<file path="src/hw/rtl/led_pattern_tick_scheduler_defines.svh">
// Assertion macros for the LED pattern tick scheduler.
`ifndef LED_PATTERN_TICK_SCHEDULER_DEFINES_SVH
`define LED_PATTERN_TICK_SCHEDULER_DEFINES_SVH

// Checks that the consequent holds in the same cycle as the antecedent.
`define LPTS_ASSERT_SAME(label, clk, rst_n, ante, cons) \
    label: assert property (@(posedge clk) disable iff (!rst_n) (ante) |-> (cons)) \
        else $error("lpts assertion failed");

// Checks that the consequent holds in the cycle after the antecedent.
`define LPTS_ASSERT_NEXT(label, clk, rst_n, ante, cons) \
    label: assert property (@(posedge clk) disable iff (!rst_n) (ante) |=> (cons)) \
        else $error("lpts assertion failed");

`endif

</file>
<file path="src/hw/rtl/lpts_pkg.sv">
// Types, constants and register indexes for the LED pattern tick scheduler.
package lpts_pkg;

    localparam int TICKS_PER_SECOND_DEF = 1000;

    localparam int DUTY_W   = 10;
    localparam int LEDCD_W  = 10;
    localparam int PHASE_W  = 4;
    localparam int TASK_W   = 16;
    localparam int UPTIME_W = 32;
    localparam int CFG_IDX_W  = 3;
    localparam int CFG_DATA_W = 16;

    localparam logic [DUTY_W-1:0]  DUTY_MAX        = 10'd1000;
    localparam logic [DUTY_W-1:0]  INTENSITY_RESET = 10'd200;
    localparam logic [LEDCD_W-1:0] HB_ON_MS        = 10'd25;
    localparam logic [LEDCD_W-1:0] HB_OFF_MS       = 10'd475;
    localparam logic [LEDCD_W-1:0] HB_OFF_STIM_MS  = 10'd975;
    localparam logic [LEDCD_W-1:0] BLINK_ON_MS     = 10'd50;
    localparam logic [LEDCD_W-1:0] BLINK_OFF_MS    = 10'd150;

    localparam logic [TASK_W-1:0] READ_PERIOD_RESET    = 16'd30000;
    localparam logic [TASK_W-1:0] UPDATE_PERIOD_RESET  = 16'd3333;
    localparam logic [TASK_W-1:0] BATTERY_PERIOD_RESET = 16'd60000;

    typedef enum logic [CFG_IDX_W-1:0] {
        CFG_LED_INTENSITY  = 3'd0,
        CFG_STIM_ON        = 3'd1,
        CFG_READ_PERIOD    = 3'd2,
        CFG_UPDATE_PERIOD  = 3'd3,
        CFG_BATTERY_PERIOD = 3'd4
    } t_cfg_index;

    typedef struct packed {
        logic tick;
        logic blink_request;
        logic ack_read;
        logic ack_update;
        logic ack_battery;
    } t_in_item;

    typedef struct packed {
        logic [DUTY_W-1:0]   led_duty;
        logic                led_lit;
        logic                blink_running;
        logic [UPTIME_W-1:0] uptime_seconds;
        logic                read_due;
        logic                update_due;
        logic                battery_due;
    } t_out_item;

    typedef struct packed {
        logic [DUTY_W-1:0] duty;
        logic              lit;
        logic              blink;
    } t_led_status;

endpackage

</file>
<file path="src/hw/rtl/lpts_led_seq.sv">
// LED phase sequencer: heartbeat and blink pattern with latched duty.
module lpts_led_seq (
    input  logic                                i_clk,
    input  logic                                i_rst_n,
    input  logic                                i_step,
    input  logic                                i_tick,
    input  logic                                i_blink_request,
    input  logic [lpts_pkg::DUTY_W-1:0]         i_intensity,
    input  logic                                i_stim_on,
    output lpts_pkg::t_led_status               o_next
);
    import lpts_pkg::*;

    logic [LEDCD_W-1:0] r_cd, n_cd;
    logic [PHASE_W-1:0] r_phase, n_phase;
    logic               r_blink, n_blink;
    logic [DUTY_W-1:0]  r_duty, n_duty;

    logic               w_blink_act;
    logic [LEDCD_W-1:0] w_cd_dec;
    logic [PHASE_W-1:0] w_ph_inc;
    logic [DUTY_W-1:0]  w_sat;

    always_comb begin
        w_blink_act = r_blink | i_blink_request;
        w_cd_dec    = r_cd - LEDCD_W'(1);
        w_ph_inc    = r_phase + PHASE_W'(1);
        w_sat       = (i_intensity > DUTY_MAX) ? DUTY_MAX : i_intensity;
        n_cd        = r_cd;
        n_phase     = r_phase;
        n_blink     = w_blink_act;
        n_duty      = r_duty;
        if (i_tick) begin
            n_cd = w_cd_dec;
            if (w_cd_dec == '0) begin
                n_duty = w_ph_inc[0] ? '0 : w_sat;
                if (w_blink_act && (w_ph_inc != '0)) begin
                    n_phase = w_ph_inc;
                    n_cd    = w_ph_inc[0] ? BLINK_OFF_MS : BLINK_ON_MS;
                end else begin
                    n_blink = 1'b0;
                    n_phase = {{(PHASE_W-1){1'b0}}, w_ph_inc[0]};
                    if (w_ph_inc[0]) begin
                        n_cd = i_stim_on ? HB_OFF_STIM_MS : HB_OFF_MS;
                    end else begin
                        n_cd = HB_ON_MS;
                    end
                end
            end
        end
        o_next.duty  = n_duty;
        o_next.lit   = ~n_phase[0];
        o_next.blink = n_blink;
    end

    always_ff @(posedge i_clk) begin
        if (!i_rst_n) begin
            r_cd    <= HB_ON_MS;
            r_phase <= '0;
            r_blink <= 1'b0;
            r_duty  <= INTENSITY_RESET;
        end else if (i_step) begin
            r_cd    <= n_cd;
            r_phase <= n_phase;
            r_blink <= n_blink;
            r_duty  <= n_duty;
        end
    end

endmodule

</file>
<file path="src/hw/rtl/led_pattern_tick_scheduler.sv">
// Top level of the LED pattern tick scheduler.
// The input channel takes one transaction per millisecond event: a tick bit,
// a blink request and three task acknowledgements. Each input transaction
// yields exactly one output transaction with the LED duty, the LED phase,
// the blink status, the uptime in seconds and three task due flags.
// The configuration channel writes one of five registers by index; writes
// to indexes above four are ignored, and it is always ready.
// An accepted transaction is processed combinationally; its result is
// registered and presented on the output channel in the cycle after it is
// accepted; one transaction per cycle is taken unless the receiver stalls.
// The output register is the only buffer: when the receiver stalls, the
// result holds and the input channel waits until the result is taken,
// and a new transaction may be accepted in the cycle the old result leaves.
// Reset clears all counters, the LED sequencer and the configuration to
// their default values and empties the output register.
module led_pattern_tick_scheduler #(
    parameter int TICKS_PER_SECOND = lpts_pkg::TICKS_PER_SECOND_DEF
) (
    input  logic                              i_clk,
    input  logic                              i_rst_n,
    input  logic                              i_in_valid,
    output logic                              o_in_ready,
    input  lpts_pkg::t_in_item                i_in,
    output logic                              o_out_valid,
    input  logic                              i_out_ready,
    output lpts_pkg::t_out_item               o_out,
    input  logic                              i_cfg_valid,
    output logic                              o_cfg_ready,
    input  logic [lpts_pkg::CFG_IDX_W-1:0]    i_cfg_index,
    input  logic [lpts_pkg::CFG_DATA_W-1:0]   i_cfg_data
);
    import lpts_pkg::*;

    `include "led_pattern_tick_scheduler_defines.svh"

    localparam int PRE_W = $clog2(TICKS_PER_SECOND + 1);
    localparam logic [PRE_W-1:0] PRE_RELOAD = PRE_W'(TICKS_PER_SECOND);

    logic [DUTY_W-1:0]   r_intensity;
    logic                r_stim_on;
    logic [TASK_W-1:0]   r_read_period, r_update_period, r_battery_period;

    logic [PRE_W-1:0]    r_pre, n_pre;
    logic [UPTIME_W-1:0] r_uptime, n_uptime;
    logic [TASK_W-1:0]   r_read_cd, n_read_cd;
    logic [TASK_W-1:0]   r_update_cd, n_update_cd;
    logic [TASK_W-1:0]   r_battery_cd, n_battery_cd;

    logic                r_out_valid;
    t_out_item           r_out, n_out;

    logic                w_accept;
    logic [PRE_W-1:0]    w_pre_dec;
    t_led_status         w_led;

    assign o_in_ready  = ~r_out_valid | i_out_ready;
    assign w_accept    = i_in_valid & o_in_ready;
    assign o_out_valid = r_out_valid;
    assign o_out       = r_out;
    assign o_cfg_ready = 1'b1;

    always_ff @(posedge i_clk) begin
        if (!i_rst_n) begin
            r_intensity      <= INTENSITY_RESET;
            r_stim_on        <= 1'b0;
            r_read_period    <= READ_PERIOD_RESET;
            r_update_period  <= UPDATE_PERIOD_RESET;
            r_battery_period <= BATTERY_PERIOD_RESET;
        end else if (i_cfg_valid) begin
            case (t_cfg_index'(i_cfg_index))
                CFG_LED_INTENSITY:  r_intensity      <= i_cfg_data[DUTY_W-1:0];
                CFG_STIM_ON:        r_stim_on        <= i_cfg_data[0];
                CFG_READ_PERIOD:    r_read_period    <= i_cfg_data[TASK_W-1:0];
                CFG_UPDATE_PERIOD:  r_update_period  <= i_cfg_data[TASK_W-1:0];
                CFG_BATTERY_PERIOD: r_battery_period <= i_cfg_data[TASK_W-1:0];
                default: begin
                end
            endcase
        end
    end

    lpts_led_seq u_led_seq (
        .i_clk           (i_clk),
        .i_rst_n         (i_rst_n),
        .i_step          (w_accept),
        .i_tick          (i_in.tick),
        .i_blink_request (i_in.blink_request),
        .i_intensity     (r_intensity),
        .i_stim_on       (r_stim_on),
        .o_next          (w_led)
    );

    always_comb begin
        w_pre_dec    = r_pre - PRE_W'(1);
        n_pre        = r_pre;
        n_uptime     = r_uptime;
        n_read_cd    = i_in.ack_read    ? (r_read_period - TASK_W'(1))    : r_read_cd;
        n_update_cd  = i_in.ack_update  ? (r_update_period - TASK_W'(1))  : r_update_cd;
        n_battery_cd = i_in.ack_battery ? (r_battery_period - TASK_W'(1)) : r_battery_cd;
        if (i_in.tick) begin
            if (w_pre_dec == '0) begin
                n_pre    = PRE_RELOAD;
                n_uptime = r_uptime + UPTIME_W'(1);
            end else begin
                n_pre = w_pre_dec;
            end
            n_read_cd    = n_read_cd - TASK_W'(1);
            n_update_cd  = n_update_cd - TASK_W'(1);
            n_battery_cd = n_battery_cd - TASK_W'(1);
        end
        n_out.led_duty       = w_led.duty;
        n_out.led_lit        = w_led.lit;
        n_out.blink_running  = w_led.blink;
        n_out.uptime_seconds = n_uptime;
        n_out.read_due       = (n_read_cd == '0);
        n_out.update_due     = (n_update_cd == '0);
        n_out.battery_due    = (n_battery_cd == '0);
    end

    always_ff @(posedge i_clk) begin
        if (!i_rst_n) begin
            r_pre        <= PRE_RELOAD;
            r_uptime     <= '0;
            r_read_cd    <= READ_PERIOD_RESET - TASK_W'(1);
            r_update_cd  <= UPDATE_PERIOD_RESET - TASK_W'(1);
            r_battery_cd <= BATTERY_PERIOD_RESET - TASK_W'(1);
        end else if (w_accept) begin
            r_pre        <= n_pre;
            r_uptime     <= n_uptime;
            r_read_cd    <= n_read_cd;
            r_update_cd  <= n_update_cd;
            r_battery_cd <= n_battery_cd;
        end
    end

    always_ff @(posedge i_clk) begin
        if (!i_rst_n) begin
            r_out_valid <= 1'b0;
        end else if (w_accept) begin
            r_out_valid <= 1'b1;
        end else if (i_out_ready) begin
            r_out_valid <= 1'b0;
        end
    end

    always_ff @(posedge i_clk) begin
        if (w_accept) begin
            r_out <= n_out;
        end
    end

    `LPTS_ASSERT_SAME(a_dark_duty_zero, i_clk, i_rst_n, r_out_valid && !r_out.led_lit, r_out.led_duty == '0)
    `LPTS_ASSERT_SAME(a_duty_limit, i_clk, i_rst_n, r_out_valid, r_out.led_duty <= DUTY_MAX)
    `LPTS_ASSERT_NEXT(a_uptime_step, i_clk, i_rst_n, w_accept, (r_uptime == $past(r_uptime)) || (r_uptime == $past(r_uptime) + UPTIME_W'(1)))

endmodule

</file>
<file path="config.mk">
export PLATFORM = sky130hd
export DESIGN_NAME = led_pattern_tick_scheduler
export DESIGN_NICKNAME = d
export VERILOG_FILES = /design/src/hw/rtl/lpts_pkg.sv /design/src/hw/rtl/lpts_led_seq.sv /design/src/hw/rtl/led_pattern_tick_scheduler.sv
export VERILOG_INCLUDE_DIRS = /design/src /design/src/hw/rtl
export SDC_FILE = /design/constraint.sdc
export NUM_CORES = 1
export LEC_CHECK = 0
export BUFFER_PORTS_ARGS = -buffer_cell sky130_fd_sc_hd__buf_2
export CAP_MARGIN = 0
export CORE_MARGIN = 5
export CORE_UTILIZATION = 55
export CTS_CLUSTER_DIAMETER = 50
export CTS_CLUSTER_SIZE = 20
export DETAILED_ROUTE_END_ITERATION = 10
export GPL_ROUTABILITY_DRIVEN = 0
export PLACE_DENSITY = 0.73
export SETUP_SLACK_MARGIN = 0.02
export SLEW_MARGIN = 20
export SYNTH_ARGS = -nofsm -noshare
export SYNTH_HDL_FRONTEND = slang
export SYNTH_SLANG_ARGS = --single-unit
export TNS_END_PERCENT = 1
</file>
<file path="constraint.sdc">
create_clock -name i_clk -period 8.9 [get_ports i_clk]
set_input_delay 1.78 -clock i_clk [delete_from_list [all_inputs] [get_ports i_clk]]
set_output_delay 1.78 -clock i_clk [all_outputs]
set_load 0.03 [all_outputs]
</file>
==> results of run 1 <==
[worst max-delay path: stages]
cell	delay (ns)
buf_2	0.51
nand2_1	0.12
o21ai_1	0.25
ha_1	0.26
and2_1	0.18
nand3b_1	0.18
nor4_1	0.74
nand2_1	0.15
xor2_1	0.23
nand4_1	0.12
nor4_2	0.25
[registers in the layout (all words and copies together) (netlist names), 16 cells and up]
| signal | cells |
|---|---|
| o_out | 47 |
| r_uptime | 32 |
| r_battery_cd | 16 |
| r_battery_period | 16 |
| r_read_cd | 16 |
| r_read_period | 16 |
| r_update_cd | 16 |
| r_update_period | 16 |
[cell usage after synthesis (12+ instances only)]
library cell | instances | area share (%)
nand3_1 | 66 | 2.7
dfxtp_1 | 175 | 29
a211oi_1 | 14 | 0.87
nor2_1 | 157 | 4.9
o21ai_0 | 55 | 2.3
o211ai_1 | 23 | 1.4
nand4_1 | 21 | 1.1
xnor2_1 | 78 | 5.6
nor4_1 | 19 | 0.98
a31oi_1 | 12 | 0.62
a21oi_1 | 100 | 4.1
ha_1 | 12 | 1.2
xor2_1 | 57 | 4.1
or3_1 | 27 | 1.4
nand2_1 | 269 | 8.3
clkbuf_1 | 68 | 2.1
nor3_1 | 51 | 2.1
buf_1 | 12 | 0.37
edfxtp_1 | 47 | 12
or4_1 | 14 | 0.87
inv_1 | 30 | 0.93
[path summary, 6_finish.rpt]
path	endpoint	cells after the start	from
setup reg to reg	o_out[2]	8	r_read_period[2]
hold reg to reg	u_led_seq.r_duty[7]	2	u_led_seq.r_duty[7]
hold / removal	u_led_seq.r_duty[7]	2	u_led_seq.r_duty[7]
setup / recovery	o_out[2]	11	i_in[2]
[power by group through the flow]
stage	registers, mW	clock network (mW)	logic, mW
2_1_floorplan	1.13	0	0.163
3_3_place_gp	1.11	0	0.238
3_5_place_dp	1.11	0	0.241
4_1_cts	1.09	1.05	0.242
5_1_grt	1.10	1.10	0.268
6_report	1.09	1.03	0.243
[logic make-up after synthesis]
logic type                 after synthesis
AOI/OAI and AO/OA                      287
other                                    1
DFF                                    222
and+or+nand+nor                        717
buffers and inverters                  118
adders and majority gates               12
muxes                                   12
xor gates and xnor gates               135
[area by class of cell]
| class | instances | area (sq um) | share of cell area [%] |
|---|---|---|---|
| multi-input combinational | 1164 | 6760 | 50.4 |
| sequential | 222 | 4910 | 36.6 |
| clock buffer | 27 | 653 | 4.87 |
| timing repair buffer | 83 | 430 | 3.21 |
| tap | 280 | 350 | 2.61 |
| clock inverter | 17 | 179 | 1.33 |
| inverter | 31 | 119 | 0.886 |
| antenna | 1 | 2.50 | 0.0187 |
[stage by stage]
| step | hold WS [ns] | instance area, sq um |
|---|---|---|
| CTS | 0.475 | 13400 |
| finish | 0.469 | 13400 |
| global placement | 0.450 | 12600 |
| detailed placement | 0.460 | 12600 |
| global route | 0.499 | 13400 |
| floorplan | 0.435 | 12100 |
[layer usage]
layer	share of wire [%]	vias to the layer above	wire length [um]	track usage (%)
met5	0	-	0	0
met2	46	318	13500	37.3
met4	2.7	0	794	7.11
met3	6.1	67	1790	2.85
met1	45	5087	13100	30.9
li1	-	5362	-	-
==> impl_metrics.json, run 1 <==
{
  "ir_worst_vdd_mv": 0.163,
  "p_int_mw": 1.72,
  "stdcell_count": 1825,
  "final.min_clock_period_ns": 4.42,
  "synth_ff_type": "dfxtp_1",
  "dp.cells": 1780,
  "power_mw": 2.37,
  "ant_nets": 0,
  "tns_ns": 0,
  "swShare_pct": 27.3,
  "rows": 54,
  "grt-ovfl-total": 0,
  "start_util_pct": 55.8,
  "drv_cap": 0,
  "final-hold-violation-count": 0,
  "grt_pass1_wl_mm": 47.7,
  "synth_top_family_by_area": "simple AND/OR/NAND/NOR gates",
  "drt_wl_total_mm": 29.2,
  "io-pin-count": 79,
  "synth_simple_gate_area_share_pct": 28.4,
  "die_h_um": 159,
  "power.leakage_nw": 4.95,
  "setup_viol_count_final": 0,
  "core_sq_um": 21800,
  "synth_compound_area_share_pct": 15.3,
  "power_frac_clock_pct": 43.6,
  "power.density_nw_per_um2": 177,
  "grt_setup_unrepaired": "no",
  "worst-setup-path-type": "in -> reg",
  "final_common_cell": "nand2_1",
  "fin_crit_sh_pct": 49.6,
  "worstPathMaxFanout": 40,
  "cp_data_arrival_time_ns": 4.77,
  "synth.distinct_cells": 87,
  "groute.usage.overall_pct": 22.6,
  "ys_seq_area_share_pct": 40.5,
  "cts_tree": "done",
  "layout_setup_ws_ns": 4.48,
  "path_clk_slew_ns": 0.06,
  "critPathLaunchType": "input pin",
  "die-width_um": 159,
  "cp.required_ns": 9.26,
  "end_kind": "flop",
  "cts_setup_buffers": 0,
  "fill_cells": 1970,
  "drt-pass1-iter-count": 5,
  "cts_made_buffers": 24,
  "cts_resized": 0,
  "synthXorXnorAreaFrac_pct": 9.74,
  "dp_slack_ns": 4.01,
  "root_buffer": "clkbuf_16",
  "dr_total_vias": 10834,
  "p_sw_mw": 0.646,
  "syn_area_per_cell_sq_um": 8.07,
  "drive_gt1_share_pct": 10.4,
  "clock_skew_ns": 0.0105,
  "syn-num-nets": 1545,
  "layout_common_cells": "nand2_1, dfxtp_1, nor2_1",
  "syn_to_final_growth_pct": 10.5,
  "tightest_slew_ns": 0.944,
  "report.final.slew_viol_count": 0,
  "htreeDepth": 1,
  "netlist_area_sq_um": 12100,
  "hold_buffers": 0,
  "async_reset_ff_share_pct": 0,
  "status": "finished clean",
  "pwr-share-seq_pct": 46.1,
  "grt_max_degree": 81,
  "die-area_sq_um": 25100,
  "final_nets": 1567,
  "hp-class": "reg -> reg",
  "grt_pass1_vias": 9805,
  "r2r_slack_ns": 5.45,
  "dp_hpwl_mm": 19.8,
  "syn-instance-count": 1504,
  "clk_latency_ns": 0.53,
  "synthMuxAreaShare_pct": 1.03,
  "power.share.combinational_pct": 10.3,
  "via_per_inst": 5.94,
  "wl_per_cell_um": 16.0,
  "final_util_pct": 61.6,
  "antenna_found_initial": 0,
  "drt_iter0_drc": 612,
  "fmax_mhz": 226,
  "synth_adder_area_share_pct": 1.24,
  "ctsLongestPathBuffers": 3,
  "synth-edff-count": 47,
  "drc_errors": 0,
  "max_slew_margin_pct": 36.5,
  "synth_warnings": 0,
  "cts_sinks": 222,
  "place.port_buffers": 77,
  "yosys_register_bits": 222
}
(Power assumes the default switching activity.)
==> run 2, diff against run 1 <==
- PLACE_DENSITY: 0.73 -> 0.76
- clock period: 8.9 -> 3.7 ns (I/O delays scaled with it)
==> impl_metrics.json, run 2 (synthesized netlist as in run 1, its figures left out) <==
{
  "rows": 54,
  "ir_worst_vdd_mv": 0.398,
  "grt_pass1_wl_mm": 47.4,
  "drt-pass1-iter-count": 5,
  "grt-ovfl-total": 0,
  "root_buffer": "clkbuf_16",
  "drv_cap": 0,
  "report.final.slew_viol_count": 0,
  "via_per_inst": 5.88,
  "htreeDepth": 1,
  "groute.usage.overall_pct": 22.4,
  "cts_tree": "done",
  "whs_ns": 0.463,
  "end_kind": "flop",
  "dr_total_vias": 10841,
  "path_clk_slew_ns": 0.07,
  "io-pin-count": 79,
  "power.share.combinational_pct": 10.5,
  "syn_to_final_growth_pct": 11.7,
  "drt_wl_total_mm": 28.8,
  "status": "finished clean",
  "cp_data_arrival_time_ns": 3.62,
  "power_frac_clock_pct": 43.2,
  "max_slew_margin_pct": 48.6,
  "fin_crit_sh_pct": 90.2,
  "grt_setup_unrepaired": "no",
  "dpl_cell_area_sq_um": 12700,
  "ctsLongestPathBuffers": 3,
  "clock_skew_ns": 0.0142,
  "largest_reg_flops": 47,
  "die_h_um": 159,
  "diodes": 0,
  "worst-setup-path-type": "reg -> reg",
  "place.port_buffers": 77,
  "power.density_nw_per_um2": 419,
  "p_sw_mw": 1.57,
  "design_area_sq_um": 13600,
  "final-hold-violation-count": 0,
  "antenna_found_initial": 0,
  "p_int_mw": 4.11,
  "cts_resized": 0,
  "tightest_slew_ns": 0.771,
  "drt_iter0_drc": 736,
  "grt_max_degree": 67,
  "cts_made_buffers": 24,
  "dp_slack_ns": 0.253,
  "core_sq_um": 21800,
  "swShare_pct": 27.6,
  "layout_setup_ws_ns": 0.362,
  "grt_pass1_vias": 9947,
  "worstPathMaxFanout": 7,
  "setup_viol_count_final": 0,
  "cts_setup_buffers": 0,
  "die-width_um": 159,
  "ant_nets": 0,
  "power.leakage_nw": 5.04,
  "final_common_cell": "nand2_1",
  "hold_buffers": 0,
  "drive_gt1_share_pct": 11.5,
  "power_mw": 5.68,
  "drc_errors": 0,
  "cts_sinks": 222,
  "pwr-share-seq_pct": 46.3,
  "final_nets": 1587,
  "clk_latency_ns": 0.53,
  "final.min_clock_period_ns": 3.34,
  "tns_ns": 0,
  "dp_hpwl_mm": 20.1,
  "start_util_pct": 55.8,
  "critPathLaunchType": "flop",
  "layout_common_cells": "nand2_1, dfxtp_1, nor2_1",
  "die-area_sq_um": 25100,
  "cp.required_ns": 3.98,
  "hp-class": "in -> reg",
  "wl_per_cell_um": 15.6,
  "fmax_mhz": 300
}
==> run 2: per-stage QoR <==
step / utilization (%) / instances
CTS: 62.3 / 1844
detailed placement: 58.5 / 1800
global placement: 58.5 / 1800
finish: 62.3 / 1844
global route: 62.3 / 1844
floorplan: - / 1504
==> run 2: worst max-delay path, cell delays in order (launching register included) <==
cell and delay [ns]:
dfxtp_1 0.37, inv_1 0.10, ha_1 0.26, or4b_1 0.53
or4_1 0.52, a31o_2 0.30, o2111a_1 0.15, and3_1 0.21
xor2_1 0.20, nand2_1 0.08, nor4_1 0.37
==> run 2: final timing paths <==
check / to / start / cells after the start / slack [ns]
min reg2reg: u_led_seq.r_duty[7] / u_led_seq.r_duty[7] / 2 / 0.47
max: o_out[1] / r_update_period[0] / 10 / 0.36
min: o_out_valid / i_in_valid / 3 / 0.46
max reg2reg: o_out[1] / r_update_period[0] / 10 / 0.36
==> run 2: final cells by class <==
type / count / area, sq um
Clock inverter: 18 / 211
Tap cell: 280 / 350
Timing Repair Buffer: 103 / 581
Clock buffer: 26 / 618
Inverter: 31 / 119
Sequential cell: 222 / 4910
Multi-Input combinational cell: 1164 / 6760
Fill cell: 1858 / 8200
==> run 2: power groups by stage <==
stage	Combinational (mW)	Sequential, mW	Clock, mW
after floorplan	0.393	2.71	0
after global placement	0.580	2.68	0
after detailed placement	0.591	2.68	0
after CTS	0.595	2.62	2.52
after global routing	0.659	2.64	2.63
final	0.597	2.63	2.46
==> run 2: metal layers <==
layer | track usage, % | routed length, um
met1 | 30.9 | 13100
met2 | 37.1 | 13300
met3 | 3.23 | 1820
met4 | 5.32 | 561
met5 | 0 | 0
